--- config.mk ---
export PLATFORM = sky130hd
export DESIGN_NAME = task_admission_with_preemption_flat
export DESIGN_NICKNAME = d
export VERILOG_FILES = /design/src/tawp_pkg.sv /design/src/tawp_req_if.sv /design/src/tawp_res_if.sv /design/src/tawp_cell.sv /design/src/tawp_wait_fifo.sv /design/src/task_admission_with_preemption.sv /design/src/flat_wrapper.sv
export SDC_FILE = /design/constraint.sdc
export NUM_CORES = 1
export LEC_CHECK = 0
export BUFFER_PORTS_ARGS = -buffer_cell sky130_fd_sc_hd__buf_2
export CAP_MARGIN = 20
export CORE_ASPECT_RATIO = 1.4
export CORE_MARGIN = 5
export CORE_UTILIZATION = 45
export DETAILED_ROUTE_END_ITERATION = 8
export GPL_TIMING_DRIVEN = 0
export PLACE_DENSITY = 0.71
export SYNTH_ARGS = -nofsm -noshare
export SYNTH_HDL_FRONTEND = slang
export SYNTH_HIERARCHICAL = 1
export SYNTH_SLANG_ARGS = --single-unit
--- constraint.sdc ---
create_clock -name clk -period 15 [get_ports clk]
set_input_delay 1.5 -clock clk [delete_from_list [all_inputs] [get_ports clk]]
set_output_delay 1.5 -clock clk [all_outputs]
set_load 0.1 [all_outputs]
--- src/tawp_pkg.sv ---
// Shared types and constants of the task admission controller.
// Depends on nothing; used by the interfaces, the cell, the top level and the checker.
package tawp_pkg;

    // Default sizes of the stores and ids
    localparam int ACTIVE_DEPTH_DEF = 16;
    localparam int WAIT_DEPTH_DEF   = 16;
    localparam int ID_WIDTH_DEF     = 8;

    // Fixed field widths
    localparam int CFG_W  = 5;
    localparam int MODE_W = 2;
    localparam int PRI_W  = 2;

    // Request modes
    localparam logic [MODE_W-1:0] MODE_LOAD    = 2'd0;
    localparam logic [MODE_W-1:0] MODE_RETIRE  = 2'd1;
    localparam logic [MODE_W-1:0] MODE_PROMOTE = 2'd2;
    localparam logic [MODE_W-1:0] MODE_CLEAR   = 2'd3;

    // Load priorities
    localparam logic [PRI_W-1:0] PRI_CANCEL = 2'd0;
    localparam logic [PRI_W-1:0] PRI_WAIT   = 2'd1;
    localparam logic [PRI_W-1:0] PRI_LOAD   = 2'd2;
    localparam logic [PRI_W-1:0] PRI_ALWAYS = 2'd3;

    // Configuration register indexes
    localparam logic CFG_ACTIVE_LIMIT  = 1'b0;
    localparam logic CFG_WAITING_LIMIT = 1'b1;

    // Match rule applied by every cell of the active chain
    typedef enum logic [1:0] {
        MATCH_NONE,
        MATCH_LOWER,
        MATCH_DIFF,
        MATCH_SAME
    } match_t;

    // Control broadcast from the sequencer to all cells
    typedef struct packed {
        logic             shift;
        logic             write;
        match_t           kind;
        logic [PRI_W-1:0] new_pri;
    } cell_ctl_t;

endpackage

--- src/tawp_req_if.sv ---
// Request channel of the task admission controller.
// Depends on tawp_pkg for field widths.
interface tawp_req_if #(
    parameter int ID_WIDTH = tawp_pkg::ID_WIDTH_DEF
);
    logic                         valid;
    logic                         ready;
    logic [tawp_pkg::MODE_W-1:0]  mode;
    logic [ID_WIDTH-1:0]          task_id;
    logic [tawp_pkg::PRI_W-1:0]   priority_req;

    modport source (output valid, output mode, output task_id, output priority_req,
                    input ready);
    modport sink   (input valid, input mode, input task_id, input priority_req,
                    output ready);
endinterface

--- src/tawp_res_if.sv ---
// Result channel of the task admission controller.
// Depends on tawp_pkg for the default id width.
interface tawp_res_if #(
    parameter int ID_WIDTH = tawp_pkg::ID_WIDTH_DEF
);
    logic                valid;
    logic                ready;
    logic                started;
    logic                finished;
    logic                evicted_valid;
    logic [ID_WIDTH-1:0] evicted_id;
    logic                promoted_valid;
    logic [ID_WIDTH-1:0] promoted_id;

    modport source (output valid, output started, output finished, output evicted_valid,
                    output evicted_id, output promoted_valid, output promoted_id,
                    input ready);
    modport sink   (input valid, input started, input finished, input evicted_valid,
                    input evicted_id, input promoted_valid, input promoted_id,
                    output ready);
endinterface

--- src/tawp_cell.sv ---
// One slot of the ordered active list: stored id and priority.
// Depends on tawp_pkg for the broadcast control struct.
module tawp_cell #(
    parameter int IDX      = 0,
    parameter int ID_WIDTH = tawp_pkg::ID_WIDTH_DEF,
    parameter int CNT_W    = 5
) (
    input  logic                       clk,
    input  tawp_pkg::cell_ctl_t        ctl,
    input  logic [CNT_W-1:0]           count,
    input  logic [ID_WIDTH-1:0]        key_id,
    input  logic [ID_WIDTH-1:0]        new_id,
    input  logic                       found_in,
    input  logic [ID_WIDTH-1:0]        sel_in,
    input  logic [ID_WIDTH-1:0]        younger_id,
    input  logic [tawp_pkg::PRI_W-1:0] younger_pri,
    output logic                       found_out,
    output logic [ID_WIDTH-1:0]        sel_out,
    output logic [ID_WIDTH-1:0]        pass_id,
    output logic [tawp_pkg::PRI_W-1:0] pass_pri
);

    logic [ID_WIDTH-1:0]        id_reg;
    logic [tawp_pkg::PRI_W-1:0] pri_reg;
    logic                       occ;
    logic                       hit;

    assign occ = (CNT_W'(IDX) < count);

    // Evaluate the match rule on an occupied slot
    always_comb
    begin
        case (ctl.kind)
            tawp_pkg::MATCH_LOWER: hit = occ && (pri_reg < tawp_pkg::PRI_LOAD);
            tawp_pkg::MATCH_DIFF:  hit = occ && (id_reg != key_id);
            tawp_pkg::MATCH_SAME:  hit = occ && (id_reg == key_id);
            default:               hit = 1'b0;
        endcase
    end

    // Carry the first hit toward the young end
    assign found_out = found_in | hit;
    assign sel_out   = (!found_in && hit) ? id_reg : sel_in;

    // Offer own entry to the older neighbor, or the new entry past the last one
    assign pass_id  = occ ? id_reg  : new_id;
    assign pass_pri = occ ? pri_reg : ctl.new_pri;

    // Shift down at and after the first hit, or take the appended entry
    always_ff @(posedge clk)
    begin
        if (ctl.shift && found_out)
        begin
            id_reg  <= younger_id;
            pri_reg <= younger_pri;
        end
        else if (ctl.write && (CNT_W'(IDX) == count))
        begin
            id_reg  <= new_id;
            pri_reg <= ctl.new_pri;
        end
    end

endmodule

--- src/tawp_wait_fifo.sv ---
// Waiting FIFO of task ids with a registered head read.
// Depends on nothing but its parameters.
module tawp_wait_fifo #(
    parameter int WAIT_DEPTH = 16,
    parameter int ID_WIDTH   = 8,
    parameter int CNT_W      = 5
) (
    input  logic                clk,
    input  logic                rst_n,
    input  logic                push,
    input  logic [ID_WIDTH-1:0] push_id,
    input  logic                pop,
    input  logic                clear,
    output logic [CNT_W-1:0]    count,
    output logic [ID_WIDTH-1:0] head_id
);

    localparam int PTR_W = (WAIT_DEPTH > 1) ? $clog2(WAIT_DEPTH) : 1;
    localparam logic [PTR_W-1:0] LAST = PTR_W'(WAIT_DEPTH - 1);

    logic [ID_WIDTH-1:0] mem [WAIT_DEPTH];
    logic [PTR_W-1:0]    head_reg;
    logic [PTR_W-1:0]    tail_reg;
    logic [CNT_W-1:0]    count_reg;
    logic [ID_WIDTH-1:0] head_id_reg;

    // Advance pointers and occupancy
    always_ff @(posedge clk or negedge rst_n)
    begin
        if (!rst_n)
        begin
            head_reg  <= '0;
            tail_reg  <= '0;
            count_reg <= '0;
        end
        else if (clear)
        begin
            head_reg  <= '0;
            tail_reg  <= '0;
            count_reg <= '0;
        end
        else if (push)
        begin
            tail_reg  <= (tail_reg == LAST) ? '0 : tail_reg + PTR_W'(1);
            count_reg <= count_reg + CNT_W'(1);
        end
        else if (pop)
        begin
            head_reg  <= (head_reg == LAST) ? '0 : head_reg + PTR_W'(1);
            count_reg <= count_reg - CNT_W'(1);
        end
    end

    // Write at the tail, read the head into a register
    always_ff @(posedge clk)
    begin
        if (push && !clear)
        begin
            mem[tail_reg] <= push_id;
        end
        head_id_reg <= mem[head_reg];
    end

    assign count   = count_reg;
    assign head_id = head_id_reg;

endmodule

--- src/task_admission_with_preemption.sv ---
// Task admission controller: ordered active list as a chain of cells plus a waiting FIFO.
// A request is captured in S_IDLE, executed in S_EXEC and its outcome registered; retire
// stays in S_EXEC until no match is left. A new request is taken only in S_IDLE; retire
// removes one matching entry per cycle through the cell chain unless a stalled result holds it.
// Reset: counts, FIFO pointers and limits clear at once; stored ids are undefined until
// written. The result register lets a new request in while a result waits.
module task_admission_with_preemption #(
    parameter int ACTIVE_DEPTH = tawp_pkg::ACTIVE_DEPTH_DEF,
    parameter int WAIT_DEPTH   = tawp_pkg::WAIT_DEPTH_DEF,
    parameter int ID_WIDTH     = tawp_pkg::ID_WIDTH_DEF
) (
    input  logic                       clk,
    input  logic                       rst_n,
    tawp_req_if.sink                   req,
    tawp_res_if.source                 res,
    input  logic                       cfg_we,
    input  logic                       cfg_index,
    input  logic [tawp_pkg::CFG_W-1:0] cfg_data
);

    localparam int ACNT_W = $clog2(ACTIVE_DEPTH + 1);
    localparam int WCNT_W = $clog2(WAIT_DEPTH + 1);

    typedef enum logic {
        S_IDLE,
        S_EXEC
    } state_t;

    state_t                       state_reg;
    logic [tawp_pkg::MODE_W-1:0]  mode_reg;
    logic [ID_WIDTH-1:0]          tid_reg;
    logic [tawp_pkg::PRI_W-1:0]   pri_reg;
    logic [ACNT_W-1:0]            count_reg;
    logic [ACNT_W-1:0]            count_next;
    logic [tawp_pkg::CFG_W-1:0]   alim_reg;
    logic [tawp_pkg::CFG_W-1:0]   wlim_reg;

    logic                         res_valid_reg;
    logic                         started_reg;
    logic                         finished_reg;
    logic                         ev_valid_reg;
    logic [ID_WIDTH-1:0]          ev_id_reg;
    logic                         pr_valid_reg;
    logic [ID_WIDTH-1:0]          pr_id_reg;

    logic                         advance;
    logic                         exec;
    logic                         done;
    logic                         started;
    logic                         finished;
    logic                         ev_valid;
    logic [ID_WIDTH-1:0]          ev_id;
    logic                         pr_valid;
    logic [ID_WIDTH-1:0]          pr_id;

    logic [ACNT_W-1:0]            amax;
    logic [WCNT_W-1:0]            wmax;
    tawp_pkg::cell_ctl_t          ctl;
    logic [ID_WIDTH-1:0]          new_id;

    logic                         fifo_push;
    logic                         fifo_pop;
    logic                         fifo_clear;
    logic [WCNT_W-1:0]            wcount;
    logic [ID_WIDTH-1:0]          head_id;

    logic                         found_c    [ACTIVE_DEPTH+1];
    logic [ID_WIDTH-1:0]          sel_c      [ACTIVE_DEPTH+1];
    logic [ID_WIDTH-1:0]          pass_id_c  [ACTIVE_DEPTH+1];
    logic [tawp_pkg::PRI_W-1:0]   pass_pri_c [ACTIVE_DEPTH+1];

    // Hold the limit registers
    always_ff @(posedge clk or negedge rst_n)
    begin
        if (!rst_n)
        begin
            alim_reg <= '0;
            wlim_reg <= '0;
        end
        else if (cfg_we)
        begin
            if (cfg_index == tawp_pkg::CFG_ACTIVE_LIMIT)
            begin
                alim_reg <= cfg_data;
            end
            else
            begin
                wlim_reg <= cfg_data;
            end
        end
    end

    // Map a zero or oversized limit to the store depth
    always_comb
    begin
        if (alim_reg == '0 || int'(alim_reg) > ACTIVE_DEPTH)
        begin
            amax = ACNT_W'(ACTIVE_DEPTH);
        end
        else
        begin
            amax = ACNT_W'(alim_reg);
        end
        if (wlim_reg == '0 || int'(wlim_reg) > WAIT_DEPTH)
        begin
            wmax = WCNT_W'(WAIT_DEPTH);
        end
        else
        begin
            wmax = WCNT_W'(wlim_reg);
        end
    end

    assign advance = !res_valid_reg || res.ready;
    assign exec    = (state_reg == S_EXEC) && advance;

    // Decide the step for the captured request
    always_comb
    begin
        ctl         = '{shift: 1'b0, write: 1'b0, kind: tawp_pkg::MATCH_NONE,
                        new_pri: pri_reg};
        new_id      = tid_reg;
        count_next  = count_reg;
        fifo_push   = 1'b0;
        fifo_pop    = 1'b0;
        fifo_clear  = 1'b0;
        done        = 1'b1;
        started     = 1'b0;
        finished    = 1'b1;
        ev_valid    = 1'b0;
        ev_id       = '0;
        pr_valid    = 1'b0;
        pr_id       = '0;
        if (exec)
        begin
            case (mode_reg)
                tawp_pkg::MODE_LOAD:
                begin
                    if (count_reg < amax)
                    begin
                        ctl.write  = 1'b1;
                        count_next = count_reg + ACNT_W'(1);
                        started    = 1'b1;
                    end
                    else if (pri_reg == tawp_pkg::PRI_WAIT)
                    begin
                        if (wcount < wmax)
                        begin
                            fifo_push = 1'b1;
                            finished  = 1'b0;
                        end
                    end
                    else if (pri_reg == tawp_pkg::PRI_LOAD || pri_reg == tawp_pkg::PRI_ALWAYS)
                    begin
                        ctl.shift = 1'b1;
                        ctl.kind  = (pri_reg == tawp_pkg::PRI_LOAD) ? tawp_pkg::MATCH_LOWER
                                                                    : tawp_pkg::MATCH_DIFF;
                        if (found_c[ACTIVE_DEPTH])
                        begin
                            started  = 1'b1;
                            ev_valid = 1'b1;
                            ev_id    = sel_c[ACTIVE_DEPTH];
                        end
                    end
                end
                tawp_pkg::MODE_RETIRE:
                begin
                    // Drop the oldest match; repeat until none is left
                    ctl.shift = 1'b1;
                    ctl.kind  = tawp_pkg::MATCH_SAME;
                    if (found_c[ACTIVE_DEPTH])
                    begin
                        count_next = count_reg - ACNT_W'(1);
                        done       = 1'b0;
                    end
                end
                tawp_pkg::MODE_PROMOTE:
                begin
                    new_id = head_id;
                    if (wcount != '0 && count_reg < amax)
                    begin
                        ctl.write   = 1'b1;
                        ctl.new_pri = tawp_pkg::PRI_WAIT;
                        fifo_pop    = 1'b1;
                        count_next  = count_reg + ACNT_W'(1);
                        pr_valid    = 1'b1;
                        pr_id       = head_id;
                    end
                end
                tawp_pkg::MODE_CLEAR:
                begin
                    count_next = '0;
                    fifo_clear = 1'b1;
                end
                default:
                begin
                    done = 1'b1;
                end
            endcase
        end
    end

    // Hold sequencer state, captured request and result register
    always_ff @(posedge clk or negedge rst_n)
    begin
        if (!rst_n)
        begin
            state_reg     <= S_IDLE;
            mode_reg      <= '0;
            tid_reg       <= '0;
            pri_reg       <= '0;
            count_reg     <= '0;
            res_valid_reg <= 1'b0;
            started_reg   <= 1'b0;
            finished_reg  <= 1'b0;
            ev_valid_reg  <= 1'b0;
            ev_id_reg     <= '0;
            pr_valid_reg  <= 1'b0;
            pr_id_reg     <= '0;
        end
        else
        begin
            case (state_reg)
                S_IDLE:
                begin
                    if (req.valid)
                    begin
                        mode_reg  <= req.mode;
                        tid_reg   <= req.task_id;
                        pri_reg   <= req.priority_req;
                        state_reg <= S_EXEC;
                    end
                end
                S_EXEC:
                begin
                    if (advance)
                    begin
                        count_reg <= count_next;
                        if (done)
                        begin
                            state_reg <= S_IDLE;
                        end
                    end
                end
                default:
                begin
                    state_reg <= S_IDLE;
                end
            endcase

            if (exec && done)
            begin
                res_valid_reg <= 1'b1;
                started_reg   <= started;
                finished_reg  <= finished;
                ev_valid_reg  <= ev_valid;
                ev_id_reg     <= ev_id;
                pr_valid_reg  <= pr_valid;
                pr_id_reg     <= pr_id;
            end
            else if (res.ready)
            begin
                res_valid_reg <= 1'b0;
            end
        end
    end

    assign req.ready          = (state_reg == S_IDLE);
    assign res.valid          = res_valid_reg;
    assign res.started        = started_reg;
    assign res.finished       = finished_reg;
    assign res.evicted_valid  = ev_valid_reg;
    assign res.evicted_id     = ev_id_reg;
    assign res.promoted_valid = pr_valid_reg;
    assign res.promoted_id    = pr_id_reg;

    // Feed the chain ends
    assign found_c[0]               = 1'b0;
    assign sel_c[0]                 = '0;
    assign pass_id_c[ACTIVE_DEPTH]  = new_id;
    assign pass_pri_c[ACTIVE_DEPTH] = ctl.new_pri;

    // Build the active list, oldest entry in cell zero
    for (genvar j = 0; j < ACTIVE_DEPTH; j++)
    begin : g_cell
        tawp_cell #(
            .IDX      (j),
            .ID_WIDTH (ID_WIDTH),
            .CNT_W    (ACNT_W)
        ) u_cell (
            .clk         (clk),
            .ctl         (ctl),
            .count       (count_reg),
            .key_id      (tid_reg),
            .new_id      (new_id),
            .found_in    (found_c[j]),
            .sel_in      (sel_c[j]),
            .younger_id  (pass_id_c[j+1]),
            .younger_pri (pass_pri_c[j+1]),
            .found_out   (found_c[j+1]),
            .sel_out     (sel_c[j+1]),
            .pass_id     (pass_id_c[j]),
            .pass_pri    (pass_pri_c[j])
        );
    end

    tawp_wait_fifo #(
        .WAIT_DEPTH (WAIT_DEPTH),
        .ID_WIDTH   (ID_WIDTH),
        .CNT_W      (WCNT_W)
    ) u_wait_fifo (
        .clk     (clk),
        .rst_n   (rst_n),
        .push    (fifo_push),
        .push_id (tid_reg),
        .pop     (fifo_pop),
        .clear   (fifo_clear),
        .count   (wcount),
        .head_id (head_id)
    );

endmodule

--- src/flat_wrapper.sv ---
// flat-port wrapper written by rule: the top's interface ports become plain ports
module task_admission_with_preemption_flat 
#(
    parameter int ACTIVE_DEPTH = tawp_pkg::ACTIVE_DEPTH_DEF,
    parameter int WAIT_DEPTH   = tawp_pkg::WAIT_DEPTH_DEF,
    parameter int ID_WIDTH     = tawp_pkg::ID_WIDTH_DEF
)
  (clk, rst_n, cfg_we, cfg_index, cfg_data, req_valid, req_mode, req_task_id, req_priority_req, req_ready, res_valid, res_started, res_finished, res_evicted_valid, res_evicted_id, res_promoted_valid, res_promoted_id, res_ready);
  tawp_req_if #(.ID_WIDTH(ID_WIDTH)) req_i ();
  tawp_res_if #(.ID_WIDTH(ID_WIDTH)) res_i ();
  input  logic clk;
  input  logic rst_n;
  input  logic cfg_we;
  input  logic cfg_index;
  input  logic [tawp_pkg::CFG_W-1:0] cfg_data;
  input wire logic [$bits(req_i.valid)-1:0] req_valid;
  input wire logic [$bits(req_i.mode)-1:0] req_mode;
  input wire logic [$bits(req_i.task_id)-1:0] req_task_id;
  input wire logic [$bits(req_i.priority_req)-1:0] req_priority_req;
  output wire logic [$bits(req_i.ready)-1:0] req_ready;
  output wire logic [$bits(res_i.valid)-1:0] res_valid;
  output wire logic [$bits(res_i.started)-1:0] res_started;
  output wire logic [$bits(res_i.finished)-1:0] res_finished;
  output wire logic [$bits(res_i.evicted_valid)-1:0] res_evicted_valid;
  output wire logic [$bits(res_i.evicted_id)-1:0] res_evicted_id;
  output wire logic [$bits(res_i.promoted_valid)-1:0] res_promoted_valid;
  output wire logic [$bits(res_i.promoted_id)-1:0] res_promoted_id;
  input wire logic [$bits(res_i.ready)-1:0] res_ready;
  assign req_i.valid = req_valid;
  assign req_i.mode = req_mode;
  assign req_i.task_id = req_task_id;
  assign req_i.priority_req = req_priority_req;
  assign req_ready = req_i.ready;
  assign res_valid = res_i.valid;
  assign res_started = res_i.started;
  assign res_finished = res_i.finished;
  assign res_evicted_valid = res_i.evicted_valid;
  assign res_evicted_id = res_i.evicted_id;
  assign res_promoted_valid = res_i.promoted_valid;
  assign res_promoted_id = res_i.promoted_id;
  assign res_i.ready = res_ready;
  task_admission_with_preemption #(.ACTIVE_DEPTH(ACTIVE_DEPTH), .WAIT_DEPTH(WAIT_DEPTH), .ID_WIDTH(ID_WIDTH)) u_core (.clk(clk), .rst_n(rst_n), .req(req_i), .res(res_i), .cfg_we(cfg_we), .cfg_index(cfg_index), .cfg_data(cfg_data));
endmodule
## Word-level counts from Yosys, hierarchy flattened

Memories as Yosys holds them, arrays and structs flattened. A register that Yosys moved wholly into a read port is not among the register bits.
Index checks and enable logic that the tools add are counted.

| word-level totals | value |
|---|---|
| bits in registers | 222 |
| memories | 1 |
| logic and storage cells | 523 |
| bits in writable memories | 128 |
| output and inout port bits | 22 |
| input port bits | 23 |

| cells by class | value |
|---|---|
| add/subtract/negate cells | 6 |
| $lt $le $gt $ge | 36 |
| mux-type cells | 202 |
| eq/ne operators | 62 |
| reduce and logical (&&, ||, !) cells | 150 |
| bitwise gates (word level) | 17 |

Memory list:

| name | words | bits a word | rd ports | clocked after Yosys merged registers in | wr ports | RTL line | text |
|---|---|---|---|---|---|---|---|
| u_core.u_wait_fifo.mem | 16 | 8 | 1 | 1 | 1 | tawp_wait_fifo.sv:21 | `logic [ID_WIDTH-1:0] mem [WAIT_DEPTH];` |

Operators with widths:

| kind | number |
|---|---|
| 8-bit two-way mux | 74 |
| 8-bit equality test | 16 |
| 8-bit inequality test | 16 |
| 2-bit two-way mux | 53 |
| 1-bit logical AND | 99 |
| 1-bit one-hot mux with 3 select lines | 16 |
| 4-bit by 5-bit equality test with 1-bit output (first input constant) | 8 |
| 4-bit by 5-bit less-than comparator with 1-bit output (first input constant) | 8 |
| 5-bit two-way mux | 8 |
| 1-bit two-way mux | 38 |
| 2-bit nonzero test | 19 |
| 2-bit less-than comparator (second input constant) | 16 |
| 4-bit two-way mux | 7 |
| 3-bit by 5-bit equality test with 1-bit output (first input constant) | 4 |
| 3-bit by 5-bit less-than comparator with 1-bit output (first input constant) | 4 |
| 5-bit one-hot mux with 4 select lines | 1 |
| 1-bit zero test | 17 |
| 5-bit zero test | 3 |
| 1-bit OR | 15 |
| 2-bit equality test (second input constant) | 6 |
| 5-bit by 1-bit adder with 5-bit output (second input constant) | 2 |
| 2-bit by 5-bit equality test with 1-bit output (first input constant) | 2 |
| 5-bit > comparator (second input constant) | 2 |
| 1-bit by 5-bit less-than comparator with 1-bit output (first input constant) | 2 |
| 19 further kinds | 37 |

## Longest topological paths before layout

| logic depth | value |
|---|---|
| depth after elaboration | 33 |
| mapped depth | 44 |
| depth with buffers taken out | 44 |

## Cells and area by module

The synthesis kept the hierarchy.

By module, submodules not included:

| module | area an instance (um^2) | cells each | times used | seq. area each (um^2) |
|---|---|---|---|---|
| tawp_wait_fifo | 6023.3 | 343 | 1 | 4329.2 |
| task_admission_with_preemption | 2612.5 | 245 | 1 | 1226.2 |
| tawp_cell (u_core.g_cell[4].u_cell) | 1332.5 | 145 | 1 | 300.3 |
| tawp_cell (u_core.g_cell[13].u_cell) | 1296.2 | 170 | 1 | 300.3 |
| tawp_cell (u_core.g_cell[2].u_cell) | 1287.5 | 172 | 1 | 300.3 |
| tawp_cell (u_core.g_cell[8].u_cell) | 1237.4 | 126 | 1 | 300.3 |
| tawp_cell (u_core.g_cell[12].u_cell) | 898.4 | 76 | 1 | 300.3 |
| tawp_cell (u_core.g_cell[6].u_cell) | 897.1 | 66 | 1 | 300.3 |
| tawp_cell (u_core.g_cell[0].u_cell) | 892.1 | 68 | 1 | 300.3 |
| tawp_cell (u_core.g_cell[11].u_cell) | 890.9 | 75 | 1 | 300.3 |
| tawp_cell (u_core.g_cell[7].u_cell) | 884.6 | 75 | 1 | 300.3 |
| tawp_cell (u_core.g_cell[3].u_cell) | 882.1 | 74 | 1 | 300.3 |
| tawp_cell (u_core.g_cell[5].u_cell) | 879.6 | 68 | 1 | 300.3 |
| tawp_cell (u_core.g_cell[9].u_cell) | 878.3 | 67 | 1 | 300.3 |
| +4 rows | n/a | n/a | n/a | n/a |

## Least setup slack after synthesis

No wires, ideal clock.

| path | value |
|---|---|
| path kind | reg2reg |
| from | reg u_core/alim_reg[0] in the netlist's numbering |
| to | reg u_core.count_reg[2] |
| library setup time | 126 ps |
| required time | 14874 ps |
| clock period less this slack | 10738 ps |
| cell stages (with the launch flop) | 45 |
| data arrival time | 10612 ps |
| setup slack | 4262 ps |
| buffers on the path | 0 |
| path through | dfrtp_1 > or4_1 > ha_1 > nand2b_1 > ha_1 > nand4_1 > o221ai_2 > a31oi_1 > nor3_1 > and2_1 > o21ai_0 > o21a_1 > a21o_2 > inv_1 > o21ai_0 > a31oi_1 > o21ai_0 > inv_1 > [9 not listed] > o21bai_1 > inv_1 > o31ai_1 > nor2_1 > a31oi_1 > inv_1 > o21ai_0 > inv_1 > o21ai_0 > a31oi_1 > o21ai_0 > a21o_1 > inv_1 > o21ai_0 > o311ai_1 > a21o_1 > o32ai_1 > a221o_1 |

RTL lines:

| item | RTL line | text |
|---|---|---|
| from (decl) | task_admission_with_preemption.sv:35 | `logic [tawp_pkg::CFG_W-1:0] alim_reg;` |
| from (signal assigned) | task_admission_with_preemption.sv:84 | `alim_reg <= cfg_data;` |
| to (signal assigned) | task_admission_with_preemption.sv:238 | `count_reg <= count_next;` |
| to (decl) | task_admission_with_preemption.sv:33 | `logic [ACNT_W-1:0] count_reg;` |

==> out/metrics.json <==
{
  "outcome": {
    "run_status": "completed"
  },
  "route": {
    "detailroute.via_count": 17400,
    "ant_nets": 0,
    "drtIter0Drc": 1275,
    "route.final.wire_length_um": 66400,
    "detail_route.vias_per_cell": 6.23,
    "count_of_unresolved_drc_violations_after_routing": 0,
    "avgRoutedWirePerCell_um": 23.8,
    "drt_pass1_iterations": 5
  },
  "grt": {
    "initial_antenna_violation_count": 0,
    "grt_pass1_vias": 17500,
    "largest_net_degree_at_the_start_of_global_routing": 39,
    "globalRouteTotalUtil": 0.226,
    "global_route_wire_length_before_repair_um": 102000,
    "gr-total-overflow": 0
  },
  "timing": {
    "timing_worst_slew_pin_value_ns": 0.990,
    "post-route-min-period_ns": 11.02,
    "tns_ns": 0,
    "grt_setup_unrepaired": "no",
    "finalClockSkew_ns": 0.0180,
    "setup_viol_count_final": 0,
    "layout_worst_path_cycle_share": 0.735,
    "max_freq_ghz": 0.0907,
    "hold_viol_final": 0,
    "max_slew_margin": 0.337,
    "final_slew_violations": 0
  },
  "layout": {
    "seqCellArea_um2": 9890,
    "drive_above_1_share": 0.292,
    "antenna_cells_inserted": 0,
    "finish.net_count": 2156,
    "num-fill-cells": 4394,
    "final_core_util": 0.511,
    "multi_input_area_um2": 12700,
    "area_growth_pct": 12.4
  },
  "clock_tree": {
    "numCtsBuffers": 35,
    "cts_hold_repair.buffers": 0,
    "root_buffer": "clkbuf_16",
    "clock_tree.buffer_depth": 3,
    "tritoncts_num_sinks": 342,
    "cts-resized-gates": 0,
    "tritoncts": "built",
    "clkTransAtPathRegs_ns": 0.06,
    "cts_htree_levels": 2,
    "clk_latency_ns": 0.55,
    "post_cts.repair.setup_buffers": 0
  },
  "pwr": {
    "highest_ir_drop_seen_on_vdd_mv": 0.103,
    "net-switching-power_mw": 2.77,
    "powerDensity_nw_per_um2": 245,
    "power_frac_comb": 0.584,
    "power_report.internal_total_mw": 3.65,
    "pwr-share-clk": 0.148,
    "seq_power_share": 0.268,
    "cellLeakagePower_nw": 9.37,
    "switching_share": 0.432
  },
  "place": {
    "number_of_input_and_output_port_buffers_inserted": 44,
    "post-dp-hpwl_um": 47000,
    "gp_congestion": 0.891
  },
  "die": {
    "dieArea_um2": 56500,
    "top_level_ports": 45,
    "die_width_um": 202,
    "effective_utilization_at_floorplan": 0.455,
    "core_area_um2": 51300,
    "floorplan.die.height_um": 279,
    "core.rowCount": 98
  },
  "logic_synthesis": {
    "ys_warn_count": 6,
    "post_synthesis_cell_area_um2": 23300,
    "synth_area_per_cell_um2": 11.7,
    "synthesis.instances": 1985
  },
  "setup_path": {
    "critPathCaptureType": "flop",
    "critical-path-max-stage-delay_ns": 0.72,
    "worst_ep_required_time_ns": 15.43,
    "crit_path_top_delay_cell": "nor3_2",
    "critical_path_arrival_ns": 11.45,
    "worstSetupPathType": "flop to flop",
    "crit_path_start_kind": "flop",
    "timing.critical_path.mode_cell": "o21ai_0",
    "critical_path.max_fanout": 14
  },
  "hold_path": {
    "hold_class": "flop to flop"
  },
  "run": {
    "cap_viol_max_count": 0
  }
}
[worst max-delay path: cells and delay by family (launching register included)]
kind	cells	cell delay (ns)
DFF	1	0.43
AOI/OAI and AO/OA	27	6.46
and+or+nand+nor	6	1.92
buffers and inverters	10	1.41
adders and majority gates	2	0.64
[per-stage QoR]
stage,hold WS [ns],cells,area [um2],power (mW),setup WS (ns)
2_1_floorplan,0.471,1996,23300,4.33,4.26
3_5_place_dp,0.469,2723,25000,5.43,4.29
4_1_cts,0.485,2787,26200,6.40,4.28
5_1_grt,0.523,2787,26200,6.73,3.30
3_3_place_gp,0.464,2690,24400,5.21,0.223
6_report,0.487,2787,26200,6.43,3.98
[area by class of cell]
cell class / count / area share
Timing Repair Buffer: 77 / 0.0288
Clock inverter: 20 / 0.0107
Multi-Input combinational cell: 1502 / 0.485
Inverter: 50 / 0.00716
Buffer: 102 / 0.0229
Sequential cell: 342 / 0.378
Clock buffer: 44 / 0.0367
Tap cell: 650 / 0.0310
[layout by cell type, fill, tap and decap left out, types with 40 or more instances in the layout]
master	instances
edfxtp_1	272
mux2_2	234
nand2_1	218
mux2_4	96
xor2_1	69
buf_2	65
xnor2_1	65
clkbuf_1	57
nor2_1	57
dfrtp_1	54
inv_1	47
nand3_1	43
mux2i_1	43
o2bb2ai_1	40
[power by group through the flow]
stage	sequential [mW]	combinational [mW]	clock, mW
global route	1.75	3.97	1.01
global placement	1.91	3.30	0
CTS	1.72	3.71	0.966
finish	1.72	3.75	0.951
floorplan	1.81	2.52	0
detailed placement	1.74	3.69	0
[path summary, 6_finish.rpt]
check	from	depth (start not counted)	slack [ns]	end
min in group asynchronous	rst_n	1	0.94	u_core/res.valid
max	u_core/alim_reg[0]	45	3.98	u_core/count_reg[2]
max in group asynchronous	rst_n	2	13.39	u_core/tid_reg[0]
min	u_core/res.evicted_id[7]	2	0.49	u_core/res.evicted_id[7]
max reg2reg	u_core/alim_reg[0]	45	3.98	u_core/count_reg[2]
min reg2reg	u_core/res.evicted_id[7]	2	0.49	u_core/res.evicted_id[7]
[layer usage]
layer  global-route usage  up-vias  part of all wire
met3               0.0214      215             0.044
met1                0.258     8617              0.38
li1                     -     7882                 -
met2                0.419      652              0.52
met5                    0        -                 0
met4                0.112        0             0.058
Note: power is estimated with default switching activity, not from simulation.
